`src/rtl/core/lprd_pkg.sv`:
```
// Shared types and constants of the length-prefixed request deframer.
// Phase codes, byte role and fault codes, field widths and the item/tag records.
// No dependencies; every other file of the block uses this package.
`timescale 1ns / 1ps
`default_nettype none

package lprd_pkg;

	localparam int unsigned BYTE_W  = 8;
	localparam int unsigned ROLE_W  = 3;
	localparam int unsigned ARGN_W  = 23;
	localparam int unsigned FAULT_W = 2;
	localparam int unsigned LEN_W   = 26;   // body length, byte counters
	localparam int unsigned CNT_W   = 24;   // arguments left, up to 2**23 - 1
	localparam int unsigned ACC_W   = 24;   // low three bytes of a 4-byte field
	localparam int unsigned FIELD_W = 32;

	// Largest body length the register can hold; also its reset value
	localparam logic [LEN_W-1:0] MAX_LEN_DEFAULT = LEN_W'(32'd33554432);
	localparam logic [FIELD_W-1:0] FIELD_BYTES = 32'd4;

	typedef enum logic [1:0] {
		PH_LEN,
		PH_COUNT,
		PH_ARGLEN,
		PH_DATA
	} phase_t;

	localparam logic [ROLE_W-1:0] ROLE_MSG_LEN  = 3'd0;
	localparam logic [ROLE_W-1:0] ROLE_ARG_CNT  = 3'd1;
	localparam logic [ROLE_W-1:0] ROLE_ARG_LEN  = 3'd2;
	localparam logic [ROLE_W-1:0] ROLE_ARG_DATA = 3'd3;
	localparam logic [ROLE_W-1:0] ROLE_DISCARD  = 3'd4;

	localparam logic [FAULT_W-1:0] FAULT_NONE      = 2'd0;
	localparam logic [FAULT_W-1:0] FAULT_TOO_LONG  = 2'd1;
	localparam logic [FAULT_W-1:0] FAULT_MALFORMED = 2'd2;

	typedef struct packed {
		logic [BYTE_W-1:0] stream_byte;
		logic              new_connection;
	} item_t;

	typedef struct packed {
		logic [BYTE_W-1:0]  byte_value;
		logic [ROLE_W-1:0]  byte_role;
		logic [ARGN_W-1:0]  argument_number;
		logic               argument_end;
		logic               message_done;
		logic [FAULT_W-1:0] fault;
	} tag_t;

endpackage

`default_nettype wire

```
`src/rtl/core/lprd_in_if.sv`:
```
// Input channel of the deframer: one stream byte per transaction.
// Depends on lprd_pkg for field widths.
`timescale 1ns / 1ps
`default_nettype none

interface lprd_in_if;
	logic                        valid;
	logic                        ready;
	logic [lprd_pkg::BYTE_W-1:0] stream_byte;
	logic                        new_connection;

	modport source (output valid, output stream_byte, output new_connection, input ready);
	modport sink (input valid, input stream_byte, input new_connection, output ready);
endinterface

`default_nettype wire

```
`src/rtl/core/lprd_out_if.sv`:
```
// Output channel of the deframer: one tagged byte per transaction.
// Depends on lprd_pkg for field widths.
`timescale 1ns / 1ps
`default_nettype none

interface lprd_out_if;
	logic                         valid;
	logic                         ready;
	logic [lprd_pkg::BYTE_W-1:0]  byte_value;
	logic [lprd_pkg::ROLE_W-1:0]  byte_role;
	logic [lprd_pkg::ARGN_W-1:0]  argument_number;
	logic                         argument_end;
	logic                         message_done;
	logic [lprd_pkg::FAULT_W-1:0] fault;

	modport source (output valid, output byte_value, output byte_role,
		output argument_number, output argument_end, output message_done,
		output fault, input ready);
	modport sink (input valid, input byte_value, input byte_role,
		input argument_number, input argument_end, input message_done,
		input fault, output ready);
endinterface

`default_nettype wire

```
`src/rtl/core/lprd_in_stage.sv`:
```
// Input register stage: holds one accepted byte until the parser consumes it.
// Depends on lprd_pkg and lprd_in_if.
`timescale 1ns / 1ps
`default_nettype none

module lprd_in_stage (
	input  wire logic            clk,
	input  wire logic            arst_n,
	lprd_in_if.sink              in_ch,
	input  wire logic            out_free,
	output lprd_pkg::item_t      item_s1,
	output logic                 adv
);

	logic valid_s1;

	// Advance into the result register whenever it has room
	assign adv          = valid_s1 & out_free;
	assign in_ch.ready  = ~valid_s1 | adv;

	always_ff @(posedge clk or negedge arst_n) begin
		if (!arst_n) begin
			valid_s1 <= 1'b0;
		end else if (in_ch.ready) begin
			valid_s1 <= in_ch.valid;
		end
	end

	// Payload, loaded on each accepted transaction
	always_ff @(posedge clk) begin
		if (in_ch.valid && in_ch.ready) begin
			item_s1.stream_byte    <= in_ch.stream_byte;
			item_s1.new_connection <= in_ch.new_connection;
		end
	end

endmodule

`default_nettype wire

```
`src/rtl/core/lprd_parser.sv`:
```
// Parser state and per-byte tagging logic, plus the max message length register.
// Depends on lprd_pkg. State advances only when a byte moves to the result stage.
`timescale 1ns / 1ps
`default_nettype none

module lprd_parser (
	input  wire logic                            clk,
	input  wire logic                            arst_n,
	input  wire logic                            cfg_wr_en,
	input  wire logic [lprd_pkg::LEN_W-1:0]      cfg_wr_data,
	input  wire logic                            adv,
	input  wire lprd_pkg::item_t                 item_s1,
	output lprd_pkg::tag_t                       tag
);

	localparam int unsigned LW = lprd_pkg::LEN_W;
	localparam int unsigned CW = lprd_pkg::CNT_W;
	localparam int unsigned AW = lprd_pkg::ACC_W;
	localparam int unsigned NW = lprd_pkg::ARGN_W;

	// Registers
	lprd_pkg::phase_t phase_q;
	logic [1:0]       pos_q;
	logic [AW-1:0]    acc_q;
	logic [LW-1:0]    body_q;
	logic [CW-1:0]    args_q;
	logic [NW-1:0]    cur_q;
	logic [LW-1:0]    abl_q;
	logic             closed_q;
	logic [LW-1:0]    max_len_q;

	// State as seen by this byte (after an optional restart)
	lprd_pkg::phase_t st_phase;
	logic [1:0]       st_pos;
	logic [AW-1:0]    st_acc;
	logic [LW-1:0]    st_body;
	logic [CW-1:0]    st_args;
	logic [NW-1:0]    st_cur;
	logic [LW-1:0]    st_abl;
	logic             st_closed;

	// Next state
	lprd_pkg::phase_t phase_n;
	logic [1:0]       pos_n;
	logic [AW-1:0]    acc_n;
	logic [LW-1:0]    body_n;
	logic [CW-1:0]    args_n;
	logic [NW-1:0]    cur_n;
	logic [LW-1:0]    abl_n;
	logic             closed_n;

	logic [7:0]       b;
	logic             nc;
	logic [31:0]      field_val;
	logic             field_last;
	logic [1:0]       pos_inc;
	logic [AW-1:0]    acc_step;
	logic [LW-1:0]    body_dec;
	logic [LW-1:0]    abl_dec;
	logic [CW-1:0]    args_dec;
	logic [NW-1:0]    cur_inc;
	logic [CW-1:0]    args_m1;
	logic [LW-1:0]    need;
	logic [LW-1:0]    room;
	logic             arg_bad;
	logic             fin_done;
	lprd_pkg::phase_t fin_phase;

	assign b  = item_s1.stream_byte;
	assign nc = item_s1.new_connection;

	// New connection clears everything before the byte is looked at
	always_comb begin
		st_phase  = nc ? lprd_pkg::PH_LEN : phase_q;
		st_pos    = nc ? 2'd0 : pos_q;
		st_acc    = nc ? '0 : acc_q;
		st_body   = nc ? '0 : body_q;
		st_args   = nc ? '0 : args_q;
		st_cur    = nc ? '0 : cur_q;
		st_abl    = nc ? '0 : abl_q;
		st_closed = nc ? 1'b0 : closed_q;
	end

	// Field accumulation: little-endian, complete on the fourth byte
	assign field_last = (st_pos == 2'd3);
	assign field_val  = {b, st_acc};
	assign pos_inc    = st_pos + 2'd1;
	assign acc_step   = field_last ? '0 : (st_acc | (AW'(b) << {st_pos, 3'b000}));

	// Saturating down-counters and the argument index increment
	assign body_dec = (st_body != '0) ? st_body - LW'(1) : st_body;
	assign abl_dec  = (st_abl != '0) ? st_abl - LW'(1) : st_abl;
	assign args_dec = (st_args != '0) ? st_args - CW'(1) : st_args;
	assign cur_inc  = st_cur + NW'(1);

	// Room left for this argument once 4 bytes are held for each later one
	assign args_m1 = (st_args != '0) ? st_args - CW'(1) : '0;
	assign need    = {args_m1[LW-3:0], 2'b00};
	assign room    = (body_dec >= need) ? body_dec - need : '0;
	assign arg_bad = (st_args <= CW'(1)) ? (field_val != 32'(body_dec))
	                                     : (field_val > 32'(room));

	// Closing an argument: last one completes the message
	assign fin_done  = (args_dec == '0);
	assign fin_phase = fin_done ? lprd_pkg::PH_LEN : lprd_pkg::PH_ARGLEN;

	// Per-byte tagging and next state
	always_comb begin
		phase_n = st_phase;
		pos_n   = st_pos;
		acc_n   = st_acc;
		body_n  = st_body;
		args_n  = st_args;
		cur_n   = st_cur;
		abl_n   = st_abl;
		tag.byte_value      = b;
		tag.byte_role       = lprd_pkg::ROLE_DISCARD;
		tag.argument_number = '0;
		tag.argument_end    = 1'b0;
		tag.message_done    = 1'b0;
		tag.fault           = lprd_pkg::FAULT_NONE;
		if (!st_closed) begin
			case (st_phase)
				lprd_pkg::PH_COUNT: begin
					tag.byte_role = lprd_pkg::ROLE_ARG_CNT;
					body_n = body_dec;
					pos_n  = pos_inc;
					acc_n  = acc_step;
					if (field_last) begin
						if (field_val == '0) begin
							if (body_dec == '0) begin
								tag.message_done = 1'b1;
								phase_n = lprd_pkg::PH_LEN;
							end else begin
								tag.fault = lprd_pkg::FAULT_MALFORMED;
							end
						end else if (field_val > 32'(body_dec[LW-1:2])) begin
							tag.fault = lprd_pkg::FAULT_MALFORMED;
						end else begin
							args_n  = field_val[CW-1:0];
							cur_n   = '0;
							phase_n = lprd_pkg::PH_ARGLEN;
						end
					end
				end
				lprd_pkg::PH_ARGLEN: begin
					tag.byte_role       = lprd_pkg::ROLE_ARG_LEN;
					tag.argument_number = st_cur;
					body_n = body_dec;
					pos_n  = pos_inc;
					acc_n  = acc_step;
					if (field_last) begin
						if (arg_bad) begin
							tag.fault = lprd_pkg::FAULT_MALFORMED;
						end else if (field_val == '0) begin
							// empty argument ends on its length field
							tag.argument_end = 1'b1;
							tag.message_done = fin_done;
							args_n  = args_dec;
							cur_n   = cur_inc;
							phase_n = fin_phase;
						end else begin
							abl_n   = field_val[LW-1:0];
							phase_n = lprd_pkg::PH_DATA;
						end
					end
				end
				lprd_pkg::PH_DATA: begin
					tag.byte_role       = lprd_pkg::ROLE_ARG_DATA;
					tag.argument_number = st_cur;
					body_n = body_dec;
					abl_n  = abl_dec;
					if (abl_dec == '0) begin
						tag.argument_end = 1'b1;
						tag.message_done = fin_done;
						args_n  = args_dec;
						cur_n   = cur_inc;
						phase_n = fin_phase;
					end
				end
				default: begin
					// message length field
					tag.byte_role = lprd_pkg::ROLE_MSG_LEN;
					phase_n = lprd_pkg::PH_LEN;
					pos_n   = pos_inc;
					acc_n   = acc_step;
					if (field_last) begin
						if (field_val > 32'(max_len_q)) begin
							tag.fault = lprd_pkg::FAULT_TOO_LONG;
						end else if (field_val < lprd_pkg::FIELD_BYTES) begin
							tag.fault = lprd_pkg::FAULT_MALFORMED;
						end else begin
							body_n  = field_val[LW-1:0];
							phase_n = lprd_pkg::PH_COUNT;
						end
					end
				end
			endcase
		end
		closed_n = st_closed | (tag.fault != lprd_pkg::FAULT_NONE);
	end

	// Parser state registers
	always_ff @(posedge clk or negedge arst_n) begin
		if (!arst_n) begin
			phase_q  <= lprd_pkg::PH_LEN;
			pos_q    <= 2'd0;
			acc_q    <= '0;
			body_q   <= '0;
			args_q   <= '0;
			cur_q    <= '0;
			abl_q    <= '0;
			closed_q <= 1'b0;
		end else if (adv) begin
			phase_q  <= phase_n;
			pos_q    <= pos_n;
			acc_q    <= acc_n;
			body_q   <= body_n;
			args_q   <= args_n;
			cur_q    <= cur_n;
			abl_q    <= abl_n;
			closed_q <= closed_n;
		end
	end

	// Max message length register, saturating on write
	always_ff @(posedge clk or negedge arst_n) begin
		if (!arst_n) begin
			max_len_q <= lprd_pkg::MAX_LEN_DEFAULT;
		end else if (cfg_wr_en) begin
			max_len_q <= (cfg_wr_data > lprd_pkg::MAX_LEN_DEFAULT) ?
				lprd_pkg::MAX_LEN_DEFAULT : cfg_wr_data;
		end
	end

endmodule

`default_nettype wire

```
`src/rtl/core/lprd_out_stage.sv`:
```
// Result register stage: holds one tagged byte until the receiver takes it.
// Depends on lprd_pkg and lprd_out_if.
`timescale 1ns / 1ps
`default_nettype none

module lprd_out_stage (
	input  wire logic            clk,
	input  wire logic            arst_n,
	input  wire logic            adv,
	input  wire lprd_pkg::tag_t  tag,
	lprd_out_if.source           out_ch,
	output logic                 out_free
);

	logic           valid_s2;
	lprd_pkg::tag_t tag_s2;

	// Room for a new result when empty or being drained this cycle
	assign out_free = ~valid_s2 | out_ch.ready;

	always_ff @(posedge clk or negedge arst_n) begin
		if (!arst_n) begin
			valid_s2 <= 1'b0;
		end else if (out_free) begin
			valid_s2 <= adv;
		end
	end

	always_ff @(posedge clk) begin
		if (adv) begin
			tag_s2 <= tag;
		end
	end

	assign out_ch.valid           = valid_s2;
	assign out_ch.byte_value      = tag_s2.byte_value;
	assign out_ch.byte_role       = tag_s2.byte_role;
	assign out_ch.argument_number = tag_s2.argument_number;
	assign out_ch.argument_end    = tag_s2.argument_end;
	assign out_ch.message_done    = tag_s2.message_done;
	assign out_ch.fault           = tag_s2.fault;

endmodule

`default_nettype wire

```
`src/rtl/core/length_prefixed_request_deframer_unit.sv`:
```
// Length-prefixed request deframer, top level.
// Depends on lprd_pkg, lprd_in_if, lprd_out_if, lprd_in_stage, lprd_parser, lprd_out_stage.
//
// Usage:
//   in_ch carries one received byte per transaction, with new_connection set on
//   the first byte of a connection; the parser restarts before that byte.
//   out_ch returns exactly one transaction per input byte, in order: the byte,
//   its role, argument index, argument end / message done flags and fault code.
//   cfg_wr_en / cfg_wr_data write the max message length (values above 32 MiB
//   saturate); write it only while no bytes are in flight.
// Timing:
//   A byte accepted into the input register is tagged by one pass of
//   combinational logic and moves into the result register when that has room,
//   which gives one byte per cycle while out_ch does not stall.
// Reset:
//   arst_n clears both stages, the parser (waiting for a message length) and
//   sets the max message length to 32 MiB.
// Back-pressure:
//   When out_ch stalls, the result register holds and the input register fills;
//   in_ch.ready drops once both are occupied. No byte is lost or repeated.
`timescale 1ns / 1ps
`default_nettype none

module length_prefixed_request_deframer_unit (
	input  wire logic                        clk,
	input  wire logic                        arst_n,
	lprd_in_if.sink                          in_ch,
	lprd_out_if.source                       out_ch,
	input  wire logic                        cfg_wr_en,
	input  wire logic [lprd_pkg::LEN_W-1:0]  cfg_wr_data
);

	lprd_pkg::item_t item_s1;
	lprd_pkg::tag_t  tag;
	logic            adv;
	logic            out_free;

	lprd_in_stage u_in_stage (
		.clk      (clk),
		.arst_n   (arst_n),
		.in_ch    (in_ch),
		.out_free (out_free),
		.item_s1  (item_s1),
		.adv      (adv)
	);

	lprd_parser u_parser (
		.clk         (clk),
		.arst_n      (arst_n),
		.cfg_wr_en   (cfg_wr_en),
		.cfg_wr_data (cfg_wr_data),
		.adv         (adv),
		.item_s1     (item_s1),
		.tag         (tag)
	);

	lprd_out_stage u_out_stage (
		.clk      (clk),
		.arst_n   (arst_n),
		.adv      (adv),
		.tag      (tag),
		.out_ch   (out_ch),
		.out_free (out_free)
	);

endmodule

`default_nettype wire
```
`src/flat_wrapper.sv`:
```
// flat-port wrapper written by rule: the top's interface ports become plain ports
module length_prefixed_request_deframer_unit_flat 
  (clk, arst_n, cfg_wr_en, cfg_wr_data, in_ch_valid, in_ch_stream_byte, in_ch_new_connection, in_ch_ready, out_ch_valid, out_ch_byte_value, out_ch_byte_role, out_ch_argument_number, out_ch_argument_end, out_ch_message_done, out_ch_fault, out_ch_ready);
  lprd_in_if in_ch_i ();
  lprd_out_if out_ch_i ();
  input  wire logic clk;
  input  wire logic arst_n;
  input  wire logic cfg_wr_en;
  input  wire logic [lprd_pkg::LEN_W-1:0] cfg_wr_data;
  input wire logic [$bits(in_ch_i.valid)-1:0] in_ch_valid;
  input wire logic [$bits(in_ch_i.stream_byte)-1:0] in_ch_stream_byte;
  input wire logic [$bits(in_ch_i.new_connection)-1:0] in_ch_new_connection;
  output wire logic [$bits(in_ch_i.ready)-1:0] in_ch_ready;
  output wire logic [$bits(out_ch_i.valid)-1:0] out_ch_valid;
  output wire logic [$bits(out_ch_i.byte_value)-1:0] out_ch_byte_value;
  output wire logic [$bits(out_ch_i.byte_role)-1:0] out_ch_byte_role;
  output wire logic [$bits(out_ch_i.argument_number)-1:0] out_ch_argument_number;
  output wire logic [$bits(out_ch_i.argument_end)-1:0] out_ch_argument_end;
  output wire logic [$bits(out_ch_i.message_done)-1:0] out_ch_message_done;
  output wire logic [$bits(out_ch_i.fault)-1:0] out_ch_fault;
  input wire logic [$bits(out_ch_i.ready)-1:0] out_ch_ready;
  assign in_ch_i.valid = in_ch_valid;
  assign in_ch_i.stream_byte = in_ch_stream_byte;
  assign in_ch_i.new_connection = in_ch_new_connection;
  assign in_ch_ready = in_ch_i.ready;
  assign out_ch_valid = out_ch_i.valid;
  assign out_ch_byte_value = out_ch_i.byte_value;
  assign out_ch_byte_role = out_ch_i.byte_role;
  assign out_ch_argument_number = out_ch_i.argument_number;
  assign out_ch_argument_end = out_ch_i.argument_end;
  assign out_ch_message_done = out_ch_i.message_done;
  assign out_ch_fault = out_ch_i.fault;
  assign out_ch_i.ready = out_ch_ready;
  length_prefixed_request_deframer_unit u_core (.clk(clk), .arst_n(arst_n), .in_ch(in_ch_i), .out_ch(out_ch_i), .cfg_wr_en(cfg_wr_en), .cfg_wr_data(cfg_wr_data));
endmodule
```
`config.mk`:
```
export PLATFORM = sky130hd
export DESIGN_NAME = length_prefixed_request_deframer_unit_flat
export DESIGN_NICKNAME = d
export VERILOG_FILES = /design/src/rtl/core/lprd_pkg.sv /design/src/rtl/core/lprd_in_if.sv /design/src/rtl/core/lprd_out_if.sv /design/src/rtl/core/lprd_in_stage.sv /design/src/rtl/core/lprd_parser.sv /design/src/rtl/core/lprd_out_stage.sv /design/src/rtl/core/length_prefixed_request_deframer_unit.sv /design/src/flat_wrapper.sv
export SDC_FILE = /design/constraint.sdc
export NUM_CORES = 1
export LEC_CHECK = 0
export BUFFER_PORTS_ARGS = -buffer_cell sky130_fd_sc_hd__buf_2
export CAP_MARGIN = 25
export CORE_MARGIN = 2
export CORE_UTILIZATION = 25
export DETAILED_ROUTE_END_ITERATION = 6
export PLACE_DENSITY = 0.42
export SLEW_MARGIN = 10
export SYNTH_ARGS = -nofsm -noshare
export SYNTH_HDL_FRONTEND = slang
export SYNTH_SLANG_ARGS = --single-unit
```
`constraint.sdc`:
```
create_clock -name clk -period 15.05 [get_ports clk]
set_clock_uncertainty 0.2 [all_clocks]
set_input_delay 2.2575 -clock clk [delete_from_list [all_inputs] [get_ports clk]]
set_output_delay 2.2575 -clock clk [all_outputs]
set_load 0.01 [all_outputs]
```
==> results by group <==
Clock tree
  • CTS tree: yes
  • Resized Gates After CTS: 0
  • Total CTS buffers: 30
  • CTS Buffer Depth: 3
  • Reg clk slew, reported paths: 0.06 ns
  • # hold bufs at CTS: 0
  • Clock root buffer master: clkbuf_16
  • Worst-Skew Late Latency: 0.60 ns
  • CTS Sinks: 203
  • Htree depth: 1
  • Post-CTS setup buffers: 0

Timing
  • Setup TNS: 0 ns
  • Fin crit period: 9.58 ns
  • Relative slew slack: 28.3%
  • Tightest Pin Transition: 1.07 ns
  • Slew Viols, Final: 0
  • Final setup viols: 0
  • Final hold vios: 0
  • Fin crit share: 63.7%
  • Peak Freq: 104 MHz
  • Unrepaired setup endpoints after global routing: false

Setup path
  • Crit Path Category: reg -> reg
  • Worst endpoint data arrival time: 9.87 ns
  • Crit Path Max Fanout: 25
  • Critical-path top delay cell: o41ai_1
  • CP required: 15.34 ns
  • Max incr delay on CP: 0.80 ns
  • CP endpoint kind: flip-flop
  • Cell mode on critical path: a21o_1
  • Critical Path Start Type: flip-flop

Synthesis
  • Ys async rst share: 76.8%
  • Syn Area/Cell: 8.14 sq um
  • Most used DFF post-synth: dfrtp_1
  • Post-synth EDFFs: 47
  • Synth Register Bits: 203
  • Simple-Gate Fraction of Synth Area: 23.6%
  • Synth Area in XOR/XNOR: 3.33%
  • Adder-cell share of the synthesized area: 8.08%
  • Post-synthesis compound-gate area fraction: 24.9%
  • Cells after synthesis: 1971
  • Synth cell types: 92
  • Post-synthesis sequential area ratio: 33.1%
  • Largest family of logic cells by synthesized area: compound AO/OA/AOI/OAI gates
  • Post-Syn Nets: 2114
  • Synth warn: 0
  • Multiplexer share of the synthesized area: 1.66%
  • Mapped cell area: 16000 sq um

Drt
  • Wire per inst: 23.8 um
  • ANT nets after route: 0
  • Initial DRC count: 1525
  • Post-DR vias/cell: 5.58
  • First-pass DRT Iterations: 5
  • WL final: 68900 um
  • DR vias: 16134
  • Drt drc: 0

Global routing
  • Final global-route overflow total: 0
  • Antenna violations before repair: 0
  • First-pass GRT wire length: 103000 um
  • Global Route Usage Sum: 20.3%
  • Vias in the first global route: 15638
  • Largest net degree at the start of global routing: 94

Place
  • Area post-placement: 17500 sq um
  • GP Congestion: 0.950
  • PortBufs: 79
  • DP HPWL: 51600 um

Floorplan
  • Initial core utilization: 25.3%
  • Core area: 63300 sq um
  • Die width: 257 um
  • Cell Rows: 92
  • Die Y-Extent: 257 um
  • IO Pins: 80
  • Die area: 66200 sq um

Pwr
  • Max IR drop VDD: 178 uV
  • Leak: 7.76 nW
  • Power per cell area: 243 nW/um^2

Cells and area
  • Ratio of cells with drive above 1 in the final layout: 10.8%
  • # diodes: 0
  • P&R area growth vs syn: 15.4%
  • Design Area, Final: 18500 sq um
  • Final net count: 2165

Job
  • Max Cap Viol: 0

Min path
  • Worst hold-check path type: reg -> reg

Outcome
  • Status: finished, final reports clean
[Yosys cell counts, types with 10 or more instances]
cell | count | area [sq um]
nand2b_1 | 15 | 93.8
nor4_1 | 49 | 307
clkbuf_1 | 96 | 360
edfxtp_1 | 47 | 1410
o2bb2ai_1 | 10 | 87.6
o21ai_0 | 142 | 711
a22oi_1 | 17 | 128
buf_1 | 11 | 41.3
nor3_1 | 57 | 285
xnor2_1 | 34 | 298
a211oi_1 | 21 | 158
nand2_1 | 230 | 863
nor2_1 | 172 | 646
inv_1 | 97 | 364
nand3_1 | 43 | 215
o21a_1 | 21 | 158
nand4_1 | 42 | 263
a221o_1 | 14 | 140
o22ai_1 | 15 | 93.8
a31oi_1 | 23 | 144
ha_1 | 102 | 1280
xor2_1 | 27 | 236
dfrtp_1 | 155 | 3880
a21oi_1 | 130 | 651
or3_1 | 18 | 113
a21o_1 | 35 | 263
o21ai_1 | 11 | 55.1
o31ai_1 | 18 | 135
and2_1 | 33 | 206
or2_2 | 10 | 62.6
o2111ai_1 | 11 | 96.3
nor2b_1 | 37 | 231
o221ai_1 | 29 | 254
or4_1 | 12 | 90.1
a221oi_1 | 10 | 87.6
mux2i_1 | 21 | 210
[critical path, delay by kind of cell (launching register included)]
kind	cells	cell delay (ns)
adder cells (fa/ha/maj)	4	1.28
AO/OA/AOI/OAI	20	5.09
AND/OR/NAND/NOR	7	1.72
flip-flops	1	0.41
buffers and inverters	2	0.77
[sequential cells by signal, summed over array words and instances, names as in the netlist, 8 cells and up]
| register | count |
|---|---|
| u_core.u_parser.max_len_q | 26 |
| u_core.u_parser.acc_q | 24 |
| u_core.u_parser.body_q | 26 |
| u_core.u_parser.args_q | 24 |
| u_core.u_parser.cur_q | 23 |
| u_core.u_out_stage.out_ch.argument_number | 23 |
| u_core.u_out_stage.out_ch.byte_value | 8 |
| u_core.u_in_stage.item_s1 | 9 |
| u_core.u_parser.abl_q | 26 |
[power by group]
| group | total, mW | internal (mW) | switching, mW |
|---|---|---|---|
| combinational | 2.99 | 1.11 | 1.87 |
| clock | 0.736 | 0.453 | 0.283 |
| sequential | 0.788 | 0.633 | 0.155 |
[cells in the final DEF, fill, tap and decap left out, drive strengths merged, types with 45 or more instances in the layout]
master	instances
nand3	45
a21oi	130
nor3	59
dfrtp	155
nand2	230
o21ai	153
nor2	175
ha	102
nor4	50
inv	98
edfxtp	47
buf	134
[through the flow]
step                hold WS, ns  setup slack, ns  utilization [%]  total power [mW]  std cells
finish                    0.277             5.47             29.3              4.51       2892
global route              0.307             4.55             29.3              4.87       2892
floorplan                 0.257             6.45                -              2.82       1971
global placement          0.273             5.81             27.5              3.74       2831
detailed placement        0.274             5.55             27.6              3.73       2833
CTS                       0.287             5.55             29.2              4.49       2889
[area by class of cell]
type                       count  area (sq um)
fill                        6847         44800
multi-input combinational   1554          9910
sequential                   203          5320
tap                          846          1060
timing repair buffer         135           850
clock buffer                  42           836
inverter                      98           368
clock inverter                14           183
[kinds of logic after synthesis]
family,count (synthesis)
AOI/OAI and AO/OA,598
xor gates and xnor gates,61
adders and majority gates,103
buffers and inverters,214
DFF,203
muxes,26
and+or+nand+nor,766
[final timing paths]
| check | from | to | slack [ns] | cells after the start |
|---|---|---|---|---|
| min | u_core.u_in_stage.item_s1[2]$_DFFE_PP_ | u_core.u_out_stage.out_ch.byte_value[1]$_DFFE_PP_ | 0.28 | 0 |
| max in group asynchronous | arst_n | u_core.u_parser.args_q[3]$_DFFE_PN0P_ | 12.13 | 3 |
| min reg2reg | u_core.u_in_stage.item_s1[2]$_DFFE_PP_ | u_core.u_out_stage.out_ch.byte_value[1]$_DFFE_PP_ | 0.28 | 0 |
| max | u_core.u_parser.args_q[10]$_DFFE_PN0P_ | u_core.u_parser.cur_q[1]$_DFFE_PN0P_ | 5.47 | 33 |
| min in group asynchronous | arst_n | u_core.u_parser.abl_q[9]$_DFFE_PN0P_ | 1.40 | 1 |
| max reg2reg | u_core.u_parser.args_q[10]$_DFFE_PN0P_ | u_core.u_parser.cur_q[1]$_DFFE_PN0P_ | 5.47 | 33 |
[layer usage]
layer / vias to the layer above / wire [um] / part of all wire [%] / GRT usage [%]
met4: 0 / 2450 / 3.6 / 6.58
met3: 111 / 3880 / 5.6 / 2.36
met1: 7994 / 30700 / 45 / 27.6
met5: - / 0 / 0 / 0
met2: 607 / 31900 / 46 / 33.6
li1: 7422 / - / - / -
Note: power is estimated with default switching activity, not from simulation.
